## config.mk

```make
export PLATFORM = sky130hd
export DESIGN_NAME = ama_ctrl
export DESIGN_NICKNAME = d
export VERILOG_FILES = /design/src/hw/rtl/ama_pkg.sv /design/src/hw/rtl/ama_ctrl.sv
export SDC_FILE = /design/constraint.sdc
export NUM_CORES = 1
export LEC_CHECK = 0
export ABC_AREA = 1
export BUFFER_PORTS_ARGS = -buffer_cell sky130_fd_sc_hd__buf_2
export CORE_AREA = 8 8 56 58
export DETAILED_ROUTE_END_ITERATION = 12
export DIE_AREA = 0 0 64 66
export SLEW_MARGIN = 25
export SYNTH_ARGS = -nofsm -noshare
export SYNTH_HDL_FRONTEND = slang
export SYNTH_SLANG_ARGS = --single-unit
```

## constraint.sdc

```tcl
create_clock -name clk -period 3.1 [get_ports clk]
set_clock_uncertainty 0.05 [all_clocks]
set_input_delay 0.155 -clock clk [delete_from_list [all_inputs] [get_ports clk]]
set_output_delay 0.155 -clock clk [all_outputs]
set_load 0.05 [all_outputs]
```

## src/hw/rtl/ama_pkg.sv

```systemverilog
// Package for the adaptive moving average block: widths, fixed-point
// constants and the controller/datapath command and status structs.
// No dependencies.
`default_nettype none

package ama_pkg;

  localparam int DATA_W         = 32;
  localparam int PER_W          = 7;
  localparam int CNT_W          = 8;
  localparam int SUM_W          = 40;
  localparam int ER_W           = 17;
  localparam int FRAC_W         = 16;
  localparam int PERIOD_MAX_DEF = 64;
  localparam int PERIOD_RESET   = 10;
  localparam int FAST_Q16       = 43691;
  localparam int SLOW_Q16       = 4228;
  localparam int ONE_Q16        = 65536;
  localparam int DIV_STEPS      = 16;

  // window read selector
  localparam logic [1:0] RD_BACK1  = 2'd0;
  localparam logic [1:0] RD_BACKP  = 2'd1;
  localparam logic [1:0] RD_BACKP1 = 2'd2;

  typedef struct packed {
    logic       load;
    logic [1:0] rd_sel;
    logic       acc_add;
    logic       latch_xp;
    logic       acc_sub;
    logic       seed;
    logic       div_init;
    logic       div_step;
    logic       mul1;
    logic       mul2;
    logic       mul3;
    logic       upd;
    logic       commit;
  } cmd_t;

  typedef struct packed {
    logic seed;
    logic upd;
    logic div_sat;
    logic out_free;
  } sts_t;

endpackage

`default_nettype wire

```

## src/hw/rtl/ama_ctrl.sv

```systemverilog
// Controller state machine for the adaptive moving average.
// Depends on ama_pkg; drives ama_dp through cmd_t, reads sts_t.
`default_nettype none

module ama_ctrl (
  input  wire              clk,
  input  wire              rst_n,
  input  wire              in_tvalid,
  output logic             in_tready,
  input  ama_pkg::sts_t    sts,
  output ama_pkg::cmd_t    cmd
);

  localparam logic [3:0] S_IDLE = 4'd0;
  localparam logic [3:0] S_RD1  = 4'd1;
  localparam logic [3:0] S_RD2  = 4'd2;
  localparam logic [3:0] S_RD3  = 4'd3;
  localparam logic [3:0] S_RD4  = 4'd4;
  localparam logic [3:0] S_DEC  = 4'd5;
  localparam logic [3:0] S_DIV  = 4'd6;
  localparam logic [3:0] S_MUL1 = 4'd7;
  localparam logic [3:0] S_MUL2 = 4'd8;
  localparam logic [3:0] S_MUL3 = 4'd9;
  localparam logic [3:0] S_UPD  = 4'd10;
  localparam logic [3:0] S_DONE = 4'd11;

  logic [3:0] state_r, state_nxt;
  logic [4:0] cnt_r, cnt_nxt;

  always_comb begin
    state_nxt = state_r;
    cnt_nxt   = cnt_r;
    in_tready = 1'b0;
    cmd       = '0;
    case (state_r)
      S_IDLE: begin
        in_tready = 1'b1;
        if (in_tvalid) begin
          cmd.load  = 1'b1;
          state_nxt = S_RD1;
        end
      end
      S_RD1: begin
        cmd.rd_sel = ama_pkg::RD_BACK1;
        state_nxt  = S_RD2;
      end
      S_RD2: begin
        cmd.acc_add = 1'b1;
        cmd.rd_sel  = ama_pkg::RD_BACKP;
        state_nxt   = S_RD3;
      end
      S_RD3: begin
        cmd.latch_xp = 1'b1;
        cmd.rd_sel   = ama_pkg::RD_BACKP1;
        state_nxt    = S_RD4;
      end
      S_RD4: begin
        cmd.acc_sub = 1'b1;
        state_nxt   = S_DEC;
      end
      S_DEC: begin
        if (sts.seed) begin
          cmd.seed  = 1'b1;
          state_nxt = S_DONE;
        end else if (sts.upd) begin
          cmd.div_init = 1'b1;
          cnt_nxt      = '0;
          state_nxt    = sts.div_sat ? S_MUL1 : S_DIV;
        end else begin
          state_nxt = S_DONE;
        end
      end
      S_DIV: begin
        cmd.div_step = 1'b1;
        cnt_nxt      = cnt_r + 5'd1;
        if (cnt_r == 5'(ama_pkg::DIV_STEPS - 1)) state_nxt = S_MUL1;
      end
      S_MUL1: begin
        cmd.mul1  = 1'b1;
        state_nxt = S_MUL2;
      end
      S_MUL2: begin
        cmd.mul2  = 1'b1;
        state_nxt = S_MUL3;
      end
      S_MUL3: begin
        cmd.mul3  = 1'b1;
        state_nxt = S_UPD;
      end
      S_UPD: begin
        cmd.upd   = 1'b1;
        state_nxt = S_DONE;
      end
      S_DONE: begin
        // hold until the output register is free
        if (sts.out_free) begin
          cmd.commit = 1'b1;
          state_nxt  = S_IDLE;
        end
      end
      default: state_nxt = S_IDLE;
    endcase
  end

  always_ff @(posedge clk) begin
    if (!rst_n) begin
      state_r <= S_IDLE;
      cnt_r   <= '0;
    end else begin
      state_r <= state_nxt;
      cnt_r   <= cnt_nxt;
    end
  end

endmodule

`default_nettype wire

```

**Word level (Yosys, flattened, before mapping)**

Index checks and enable logic that the tools add are counted.

- Register bits after elaboration: 9
- Bits of input ports: 7
- Output and inout bits: 15
- Word-level logic and storage cells: 52

- $add $sub $neg: 1
- Equality and inequality tests: 17
- Mux-type cells: 28
- Reduce and logical (&&, ||, !) cells: 4

Operators by type and width:

| operator | count |
|---|---|
| 4-bit case mux with 12 select lines | 1 |
| 4-bit two-way mux | 5 |
| 1-bit two-way mux | 17 |
| 4-bit by 3-bit equality test with 1-bit output (second input constant) | 4 |
| 4-bit equality test (second input constant) | 4 |
| 5-bit two-way mux | 2 |
| 2-bit inequality test (second input constant) | 5 |
| 5-bit case mux with 2 select lines | 1 |
| 4-bit by 2-bit equality test with 1-bit output (second input constant) | 2 |
| 3-bit AND reduction | 2 |
| 5-bit by 1-bit adder with 5-bit output (second input constant) | 1 |
| 5-bit by 4-bit equality test with 1-bit output (second input constant) | 1 |
| 4-bit by 1-bit equality test with 1-bit output (second input constant) | 1 |
| 4-bit zero test | 1 |
| 2-bit case mux with 2 select lines | 1 |
| 2-bit two-way mux | 1 |
| 2-bit nonzero test | 1 |

**Longest topological paths before layout**

Gate-level depths: netlist (run 1).

- Word-level depth: 4
- Mapped depth: 10
- Depth with buffers taken out: 10

**Least setup slack after synthesis (run 1)**

Ideal clock, no wire load.

- Path kind: register to output
- From: reg state_r[0]
- To: out cmd[0] in the netlist's numbering
- Arrival time: 1.654 ns
- Setup slack: 1.241 ns
- Stages on the path, launching flop included: 3
- Path through: dfxtp_1 > nand2_1 > nor3_1

RTL lines:

| what | line | text |
|---|---|---|
| start: declaration | ama_ctrl.sv:27 | `logic [3:0] state_r, state_nxt;` |
| start signal: assignment | ama_ctrl.sv:110 | `state_r <= state_nxt;` |
| end: declaration | ama_ctrl.sv:11 | `output ama_pkg::cmd_t cmd` |

==> run_results.csv, run 1 <==
group,metric,value,unit
status,outcome,"complete, no violations",
clock_tree,clk_pin_slew,0.06,ns
timing,min_period,1.65,ns
logic_synthesis,syn-num-nets,106,
clock_tree,cts_tree,"yes",
die,start_util,26.5,%
logic_synthesis,synth_area_leaders,"dfxtp_1 (29%), inv_1 (11%), nand2_1 (10%)",
logic_synthesis,ys_seq_area_share,29.3,%
finish,syn2layout_area_growth,26.3,%
finish,drive_above_1_share,27.3,%
clock_tree,cts_resized,0,
grt,track_usage,7.60,%
clock_tree,cts_setup_buffers,0,
logic_synthesis,yosys.area_share.simple,44.6,%
detailed_routing,wl_per_cell,10.1,µm
logic_synthesis,synthArstFlopShare,0,%
die,coreArea,2320,µm²
logic_synthesis,synth_seq_cells,9,
setup_path,worst_setup_path_end_kind,"primary output",
power_and_ir_drop,seqPwrFrac,36.6,%
finish,layout.cells.non_filler,151,
detailed_routing,viasPerCell,4.48,
detailed_routing,ant_nets,0,
logic_synthesis,synth_area_leader_cell,"dfxtp_1",
clock_tree,clkSinkCount,9,
logic_synthesis,postSynthAreaPerCell,6.33,µm²
place,finalWeightedCongestion,0.763,
logic_synthesis,synth_top_cell_area_share,29.3,%
finish,n_antenna_cell,0,
setup_path,worstPathMaxFanout,7,
power_and_ir_drop,power_frac_clock,25.3,%
grt,globalRouteOverflowTotal,0,
detailed_routing,drt_iter0_drc,25,
clock_tree,cts_root_buffer,"clkbuf_4",
power_and_ir_drop,vdd_drop_max,0.000261,V
detailed_routing,drt-pass1-iter-count,4,
setup_path,cp.required,2.89,ns
logic_synthesis,yosysUniqueCellTypes,22,
setup_path,arrival,1.45,ns
grt,grt_max_degree,9,
power_and_ir_drop,swShare,42.8,%
timing,fmax,0.605,GHz
grt,grt_pass1_vias,627,
clock_tree,worstSkewPairLatency,0.26,ns
grt,antenna_found_initial,0,
die,die_w,64,µm
power_and_ir_drop,power_frac_comb,38.1,%
logic_synthesis,synthAdderAreaFrac,4.07,%
setup_path,path_class,"reg -> out",
timing,tns,0,ns
die,die_h,66,µm
logic_synthesis,synthMuxAreaShare,0,%
logic_synthesis,yosysWarnings,0,
logic_synthesis,synth_compound_gate_area_share,9.16,%
power_and_ir_drop,leakage,0.398,nW
logic_synthesis,synth_edf_count,0,
logic_synthesis,synth_flop_cell,"dfxtp_1",
clock_tree,cts_max_level,1,
die,io_pins,22,
power_and_ir_drop,p_switching,0.000152,W
power_and_ir_drop,p_total,0.000354,W
die,rows,18,
place,port_buffers,21,
die,die-area,4220,µm²
timing,drv_slew,0,
logic_synthesis,synth_area,614,µm²
finish,fin_nets,131,
flow_run,maxCapViolCount,0,
detailed_routing,drcViolationCount,0,
timing,hold_viol,0,
clock_tree,clockBufferDepth,2,
logic_synthesis,ys_top_cells_by_count,"inv_1 (18), nand2_1 (17), nor2_1 (15)",
logic_synthesis,synth_top_family_by_area,"simple AND/OR/NAND/NOR gates",
min_path,hold_path.class,"in -> reg",
timing,tightest_slew,0.256,ns
clock_tree,numCtsBuffers,3,
setup_path,start_kind,"flip-flop",
place,placedCellCount,147,
logic_synthesis,postSynthCellCount,97,
grt,grt_pass1_wl,2.59,mm
finish,post-route-util,33.4,%
timing,setup_violations,0,
detailed_routing,routed_wl,1.53,mm
place,dp_hpwl,1.26,mm
logic_synthesis,yosysMostFrequentCell,"inv_1",
timing,fin_crit_sh,53.3,%
clock_tree,hold_buffers,0,
logic_synthesis,synth_xor_area_share,0,%
power_and_ir_drop,powerDensity,457,nW/µm²
timing,maxSlewHeadroom,83.0,%
timing,rsz0062_at_grt,"false",
detailed_routing,vias,677,
power_and_ir_drop,p_int,0.000203,W
-- state kept, by name (all words and copies together), names as in the netlist --
name	count
state_r	4
cnt_r	5
-- critical path: stages, from the launching register on --
cell and delay (ns):
dfxtp_1 0.42, nand2_1 0.15, nor2_4 0.17, nand3_4 0.12, inv_1 0.07, buf_2 0.25
-- placed cells by master (no fill, tap or decap), types with 2 or more instances in the layout --
cell / count
a21oi_1: 6
dfxtp_1: 9
nand3_1: 11
buf_2: 21
ha_1: 2
nor2_1: 15
nand2_1: 17
nor3_1: 3
clkbuf_4: 3
nor2_2: 2
inv_1: 18
a31oi_1: 2
-- routing by layer --
metal	vias to the layer above	part of all wire [%]	global-route usage (%)	routed length, µm
li1	354	-	-	-
met1	299	43	7.96	663
met2	22	45	12.2	682
met3	2	11	4.92	169
met4	0	0.72	2.51	11
met5	-	0	0	0
-- final timing paths --
check | startpoint | to | slack (ns) | depth (start not counted)
setup / recovery | state_r[0]$_SDFFE_PN0P_ | cmd[6] | 1.45 | 5
hold / removal | rst_n | state_r[3]$_SDFFE_PN0P_ | 0.1 | 3
setup reg to reg | cnt_r[0]$_SDFFE_PN0P_ | cnt_r[4]$_SDFFE_PN0P_ | 1.67 | 6
hold reg to reg | cnt_r[4]$_SDFFE_PN0P_ | cnt_r[4]$_SDFFE_PN0P_ | 0.44 | 2
-- power by group through the flow --
stage | Combinational, W | Clock, W | Sequential, W
after global placement | 0.000135 | 0 | 0.000132
after floorplan | 0.000109 | 0 | 0.000131
after CTS | 0.000136 | 0.0000945 | 0.000130
final | 0.000135 | 0.0000897 | 0.000130
after detailed placement | 0.000135 | 0 | 0.000133
after global routing | 0.000145 | 0.000102 | 0.000131
-- layout make-up --
cell class	instances	area (µm²)
fillers	261	1540
multi-input cells	68	355
flip-flops and latches	9	180
repair buffers	21	105
inverters	19	71.3
well taps	30	37.5
clock buffers	4	26.3
-- cells by family (layout without fill, tap and decap cells) --
| kind of cell | after synthesis | in the layout |
|---|---|---|
| simple gates | 56 | 56 |
| buf+inv | 20 | 44 |
| compound gates | 10 | 10 |
| flops | 9 | 9 |
| fa+ha+maj | 2 | 2 |
-- per-stage QoR --
step,worst slack [ns],cell area (µm²),hold WS (ns)
2_1_floorplan,1.24,614,0.203
3_3_place_gp,1.72,749,0.361
3_5_place_dp,1.68,749,0.361
4_1_cts,1.42,776,0.0891
5_1_grt,1.33,776,0.0970
6_report,1.45,776,0.0964
(Power assumes the default switching activity.)
==> run 2, diff against run 1 <==
==> constraint.sdc (replaced) <==
create_clock -name clk -period 1.5 [get_ports clk]
set_clock_uncertainty 0.05 [all_clocks]
set_input_delay 0.075 -clock clk [delete_from_list [all_inputs] [get_ports clk]]
set_output_delay 0.075 -clock clk [all_outputs]
set_load 0.05 [all_outputs]
==> run 2 against run 1 <==
Compared with the run above: via count rose by 1.0%; critical endpoint is now cmd[5]; total power grew 120%; hold slack worse by 0.0019 ns; global-route usage grew 0.49 points; flip-flop and latch count did not move; highest routed layer unchanged; combinational power up 130%; count of clock-buffer cells in the layout is the same.
==> run_results.csv, run 2 (same netlist as run 1, synthesis figures left out) <==
group,metric,value,unit
grt,globalRouteOverflowTotal,0,
place,placed_area,774,µm²
die,die-area,4220,µm²
min_path,hold_end,"state_r[0]$_SDFFE_PN0P_",
finish,mostFrequentLayoutCells,"inv_1 (18), nand2_1 (15), nor2_1 (11), nand3_1 (11), clkbuf_4 (11)",
setup_path,arrival,1.34,ns
setup_path,worstReg2RegEnd,"cnt_r[4]$_SDFFE_PN0P_",
setup_path,path_class,"reg -> out",
clock_tree,clk_pin_slew,0.06,ns
timing,drv_slew,0,
clock_tree,cts_root_buffer,"clkbuf_4",
detailed_routing,vias,684,
min_path,holdPathStages,4,
finish,fin_area,877,µm²
place,pre_cts_ws,0.102,ns
place,port_buffers,21,
grt,track_usage,8.09,%
place,dp_hpwl,1.32,mm
finish,fin_nets,135,
detailed_routing,ant_nets,0,
flow_run,maxCapViolCount,0,
timing,tns,0,ns
timing,maxSlewHeadroom,80.9,%
min_path,hold_path.class,"in -> reg",
detailed_routing,viasPerCell,4.41,
die,io_pins,22,
timing,fmax,0.683,GHz
setup_path,r2r-start,"cnt_r[0]$_SDFFE_PN0P_",
setup_path,worstPathMaxFanout,8,
grt,grt_pass1_wl,2.81,mm
finish,n_antenna_cell,0,
grt,antenna_found_initial,0,
timing,worst_slack,0.0365,ns
finish,drive_above_1_share,38.4,%
die,die_h,66,µm
detailed_routing,drt-pass1-iter-count,4,
die,die_w,64,µm
clock_tree,worstSkewPairLatency,0.26,ns
status,outcome,"complete, no violations",
setup_path,start_kind,"flip-flop",
timing,rsz0062_at_grt,"true",
setup_path,r2r_cells,6,
clock_tree,cts_tree,"yes",
die,coreArea,2320,µm²
setup_path,cp.required,1.37,ns
timing,setup_violations,0,
detailed_routing,wl_per_cell,10.1,µm
timing,tightest_slew,0.286,ns
timing,min_period,1.46,ns
min_path,min_from,"sts[0]",
detailed_routing,drt_iter0_drc,25,
place,finalWeightedCongestion,0.769,
timing,fin_crit_sh,97.6,%
clock_tree,clockBufferDepth,2,
finish,reg_top3,"cnt_r (5), state_r (4)",
detailed_routing,drcViolationCount,0,
finish,syn2layout_area_growth,42.8,%
clock_tree,cts_max_level,1,
grt,grt_max_degree,9,
clock_tree,clkSinkCount,9,
power_and_ir_drop,powerDensity,888,nW/µm²
clock_tree,numCtsBuffers,3,
die,rows,18,
setup_path,worst_setup_path_end_kind,"primary output",
finish,top_register,"cnt_r",
power_and_ir_drop,vdd_drop_max,0.000486,V
setup_path,reg2reg_slack,0.12,ns
finish,largest_register_ffs,5,
grt,grt_pass1_vias,673,
timing,hold_viol,0,
power_and_ir_drop,leakage,0.418,nW
finish,layout_commonest_cell,"inv_1",
detailed_routing,routed_wl,1.57,mm
die,start_util,26.5,%
-- run 2: timing repair --
item | CTS | global route
resized for setup | 4 | 15
endpoints found under the setup margin | 3 | 12
buffers inserted | 1 | 2
gates cloned | 0 | 0
hold buffers | 1 | 0
endpoints found under the hold margin | 1 | 0
pin swaps | 1 | 2
-- run 2: final cells by class --
class	count	area (µm²)
fill	264	1440
multi-input combinational	68	385
sequential	9	184
timing repair buffer	25	173
inverter	19	71.3
tap	30	37.5
clock buffer	4	26.3
-- run 2: per-layer routing --
layer	track usage, %	part of all wire [%]
met5	0	0
met4	3.34	1.2
met3	2.88	7.3
met2	14.1	45
met1	8.74	47
-- run 2: critical path, stage by stage, from the launching register on --
cell and delay (ns):
dfxtp_1 0.37, inv_1 0.09, nor2_2 0.16, nand2_2 0.14
inv_2 0.12, buf_4 0.20
-- run 2: worst max-delay path by stage --
| stage | from | end | slack [ns] | cells after the start |
|---|---|---|---|---|
| 3_3_place_gp | cnt_r[0]$_SDFFE_PN0P_ | cnt_r[4]$_SDFFE_PN0P_ | 0.12 | 6 |
| 4_1_cts | state_r[3]$_SDFFE_PN0P_ | cmd[6] | 0.02 | 6 |
| 5_1_grt | state_r[1]$_SDFFE_PN0P_ | cmd[5] | -0.03 | 5 |
| 2_1_floorplan | state_r[1]$_SDFFE_PN0P_ | cmd[11] | 0.04 | 5 |
| 3_5_place_dp | cnt_r[0]$_SDFFE_PN0P_ | cnt_r[4]$_SDFFE_PN0P_ | 0.10 | 6 |
| 6_report | state_r[1]$_SDFFE_PN0P_ | cmd[5] | 0.04 | 5 |
-- run 2: power by group --
part / total [W] / internal (W) / leakage, nW / switching, W
logic: 0.000316 / 0.0000888 / 0.329 / 0.000227
clock network: 0.000192 / 0.000103 / 0.0150 / 0.0000895
registers: 0.000270 / 0.000254 / 0.0743 / 0.0000165
-- run 2: through the flow --
step | cells | hold WS [ns] | total power (W) | utilization [%]
2_1_floorplan | 97 | 0.123 | 0.000508 | -
3_3_place_gp | 147 | 0.271 | 0.000562 | 33.4
3_5_place_dp | 147 | 0.268 | 0.000567 | 33.4
4_1_cts | 153 | 0.0917 | 0.000765 | 35.7
5_1_grt | 155 | 0.119 | 0.000822 | 37.8
6_report | 155 | 0.0945 | 0.000779 | 37.8
==> run 3, diff against run 2 <==
--- a/config.mk
+++ b/config.mk
@@ -7,9 +7,11 @@
 export LEC_CHECK = 0
 export ABC_AREA = 1
 export BUFFER_PORTS_ARGS = -buffer_cell sky130_fd_sc_hd__buf_2
+export CAP_MARGIN = 15
 export CORE_AREA = 8 8 56 58
 export DETAILED_ROUTE_END_ITERATION = 12
 export DIE_AREA = 0 0 64 66
+export PLACE_DENSITY_LB_ADDON = 0.25
 export SLEW_MARGIN = 25
 export SYNTH_ARGS = -nofsm -noshare
 export SYNTH_HDL_FRONTEND = slang
==> run 3 against run 2 <==
Compared with the run above: register-to-register slack got worse by 0.03 ns; count of clock-buffer cells in the layout did not move; combinational power barely moved; global-route usage rose by 0.070 points; flip-flop and latch count did not move; first-iteration DRC count rose by 24%; sequential power rose by 2%.
==> run_results.csv, run 3 (same netlist as run 1, synthesis figures left out) <==
group,metric,value,unit
status,outcome,"complete, no violations",
timing,setup_violations,0,
timing,drv_slew,0,
die,io_pins,22,
detailed_routing,viasPerCell,4.43,
finish,reg_top3,"cnt_r (5), state_r (4)",
power_and_ir_drop,powerDensity,911,nW/µm²
detailed_routing,routed_wl,1.61,mm
grt,grt_use_met3,3.56,%
grt,track_usage,8.16,%
die,die_w,64,µm
min_path,hold_path.class,"in -> reg",
timing,rsz0062_at_grt,"true",
place,finalWeightedCongestion,0.743,
finish,n_antenna_cell,0,
setup_path,critPathTopFamily,"simple AND/OR/NAND/NOR gates",
detailed_routing,drt-pass1-iter-count,4,
grt,grt_max_degree,9,
grt,grt_pass1_vias,634,
finish,syn2layout_area_growth,38.7,%
setup_path,r2r_cells,6,
setup_path,path_class,"reg -> out",
setup_path,r2r-start,"cnt_r[0]$_SDFFE_PN0P_",
grt,grt_pass1_wl,2.78,mm
setup_path,crit_top_cell,"inv_1",
setup_path,reg2reg_slack,0.09,ns
detailed_routing,drt_iter0_drc,31,
die,die_h,66,µm
place,pre_cts_ws,0.0942,ns
setup_path,worstPathMaxFanout,7,
die,start_util,26.5,%
timing,maxSlewHeadroom,83.0,%
grt,grt_use_met2,13.7,%
clock_tree,cts_max_level,1,
finish,drive_above_1_share,39.7,%
clock_tree,hold_buffers,0,
timing,fin_crit_sh,95.3,%
place,port_buffers,21,
setup_path,worst_setup_path_end_kind,"primary output",
finish,post-route-util,36.7,%
die,coreArea,2320,µm²
finish,top_register,"cnt_r",
setup_path,arrival,1.30,ns
setup_path,start_kind,"flip-flop",
setup_path,worstReg2RegEnd,"cnt_r[4]$_SDFFE_PN0P_",
setup_path,cp-endpoint,"cmd[6]",
flow_run,maxCapViolCount,0,
timing,fmax,0.700,GHz
clock_tree,numCtsBuffers,3,
timing,tightest_slew,0.257,ns
grt,antenna_found_initial,0,
detailed_routing,ant_nets,0,
setup_path,cp.depth,6,
detailed_routing,wl_per_cell,10.7,µm
clock_tree,clkSinkCount,9,
finish,fin_nets,131,
power_and_ir_drop,leakage,0.414,nW
detailed_routing,drcViolationCount,0,
finish,layout_commonest_cell,"inv_1",
place,dp_hpwl,1.29,mm
timing,min_period,1.43,ns
clock_tree,clk_pin_slew,0.06,ns
grt,met1_usage,8.54,%
clock_tree,worstSkewPairLatency,0.26,ns
power_and_ir_drop,vdd_drop_max,0.000418,V
detailed_routing,vias,669,
setup_path,crit_slowest_cell,"dfxtp_1",
finish,largest_register_ffs,5,
setup_path,crit_chain,"inv_1 -> nand2_2 -> nor2_4 -> nand3_4 -> inv_1 -> buf_6",
clock_tree,cts_tree,"yes",
finish,mostFrequentLayoutCells,"inv_1 (17), nand2_1 (14), nor2_1 (11), nand3_1 (11), buf_2 (11)",
setup_path,slowest_delay,0.35,ns
setup_path,cp.required,1.37,ns
timing,worst_slack,0.0705,ns
die,rows,18,
die,die-area,4220,µm²
clock_tree,clockBufferDepth,2,
setup_path,crit_buf_inv,3,
setup_path,cp-startpoint,"state_r[3]$_SDFFE_PN0P_",
grt,busiest_layer,"met2",
timing,hold_viol,0,
clock_tree,cts_root_buffer,"clkbuf_4",
grt,globalRouteOverflowTotal,0,
==> run 3: per-layer routing <==
metal / vias up / part of all wire [%]
li1: 355 / -
met4: 0 / 0.68
met3: 2 / 9.0
met5: - / 0
met1: 290 / 43
met2: 22 / 47
==> run 3: power by group <==
group | internal, W | switching (W) | leakage [nW]
registers | 0.000255 | 0.0000212 | 0.0747
logic | 0.0000844 | 0.000229 | 0.324
clock network | 0.000102 | 0.0000839 | 0.0150
==> run 3: metrics by stage <==
stage	power, W	hold slack, ns	instance area, µm²	TNS (ns)	std cells
after floorplan	0.000508	0.123	639	0	97
after CTS	0.000758	0.0239	813	0	151
after global placement	0.000564	0.276	774	0	147
final	0.000776	0.0188	852	0	151
after global routing	0.000821	0.0548	852	-0.0267	151
after detailed placement	0.000566	0.293	774	0	147
==> run 3: layout make-up <==
cell class,instances,area [µm²]
clock buffers,4,26.3
multi-input cells,68,398
well taps,30,37.5
flip-flops and latches,9,185
repair buffers,21,134
fillers,264,1470
inverters,19,71.3
==> run 3: worst min-delay path, stage by stage <==
cell,delay [ns]
buf_2,0.11
nand2_1,0.06
inv_1,0.05
==> run 3: worst min-delay path by stage <==
stage	start	slack [ns]	to	depth (start not counted)
floorplan	rst_n	0.12	state_r[3]$_SDFFE_PN0P_	2
global placement	rst_n	0.28	state_r[3]$_SDFFE_PN0P_	3
detailed placement	rst_n	0.29	state_r[3]$_SDFFE_PN0P_	3
CTS	rst_n	0.02	state_r[3]$_SDFFE_PN0P_	3
global route	rst_n	0.05	state_r[3]$_SDFFE_PN0P_	3
finish	rst_n	0.02	state_r[3]$_SDFFE_PN0P_	3
==> run 3: repair_timing <==
action / in CTS / in global routing
buffers inserted: 0 / 0
setup endpoints to repair: 3 / 13
pin swaps: 0 / 0
resized for setup: 5 / 17
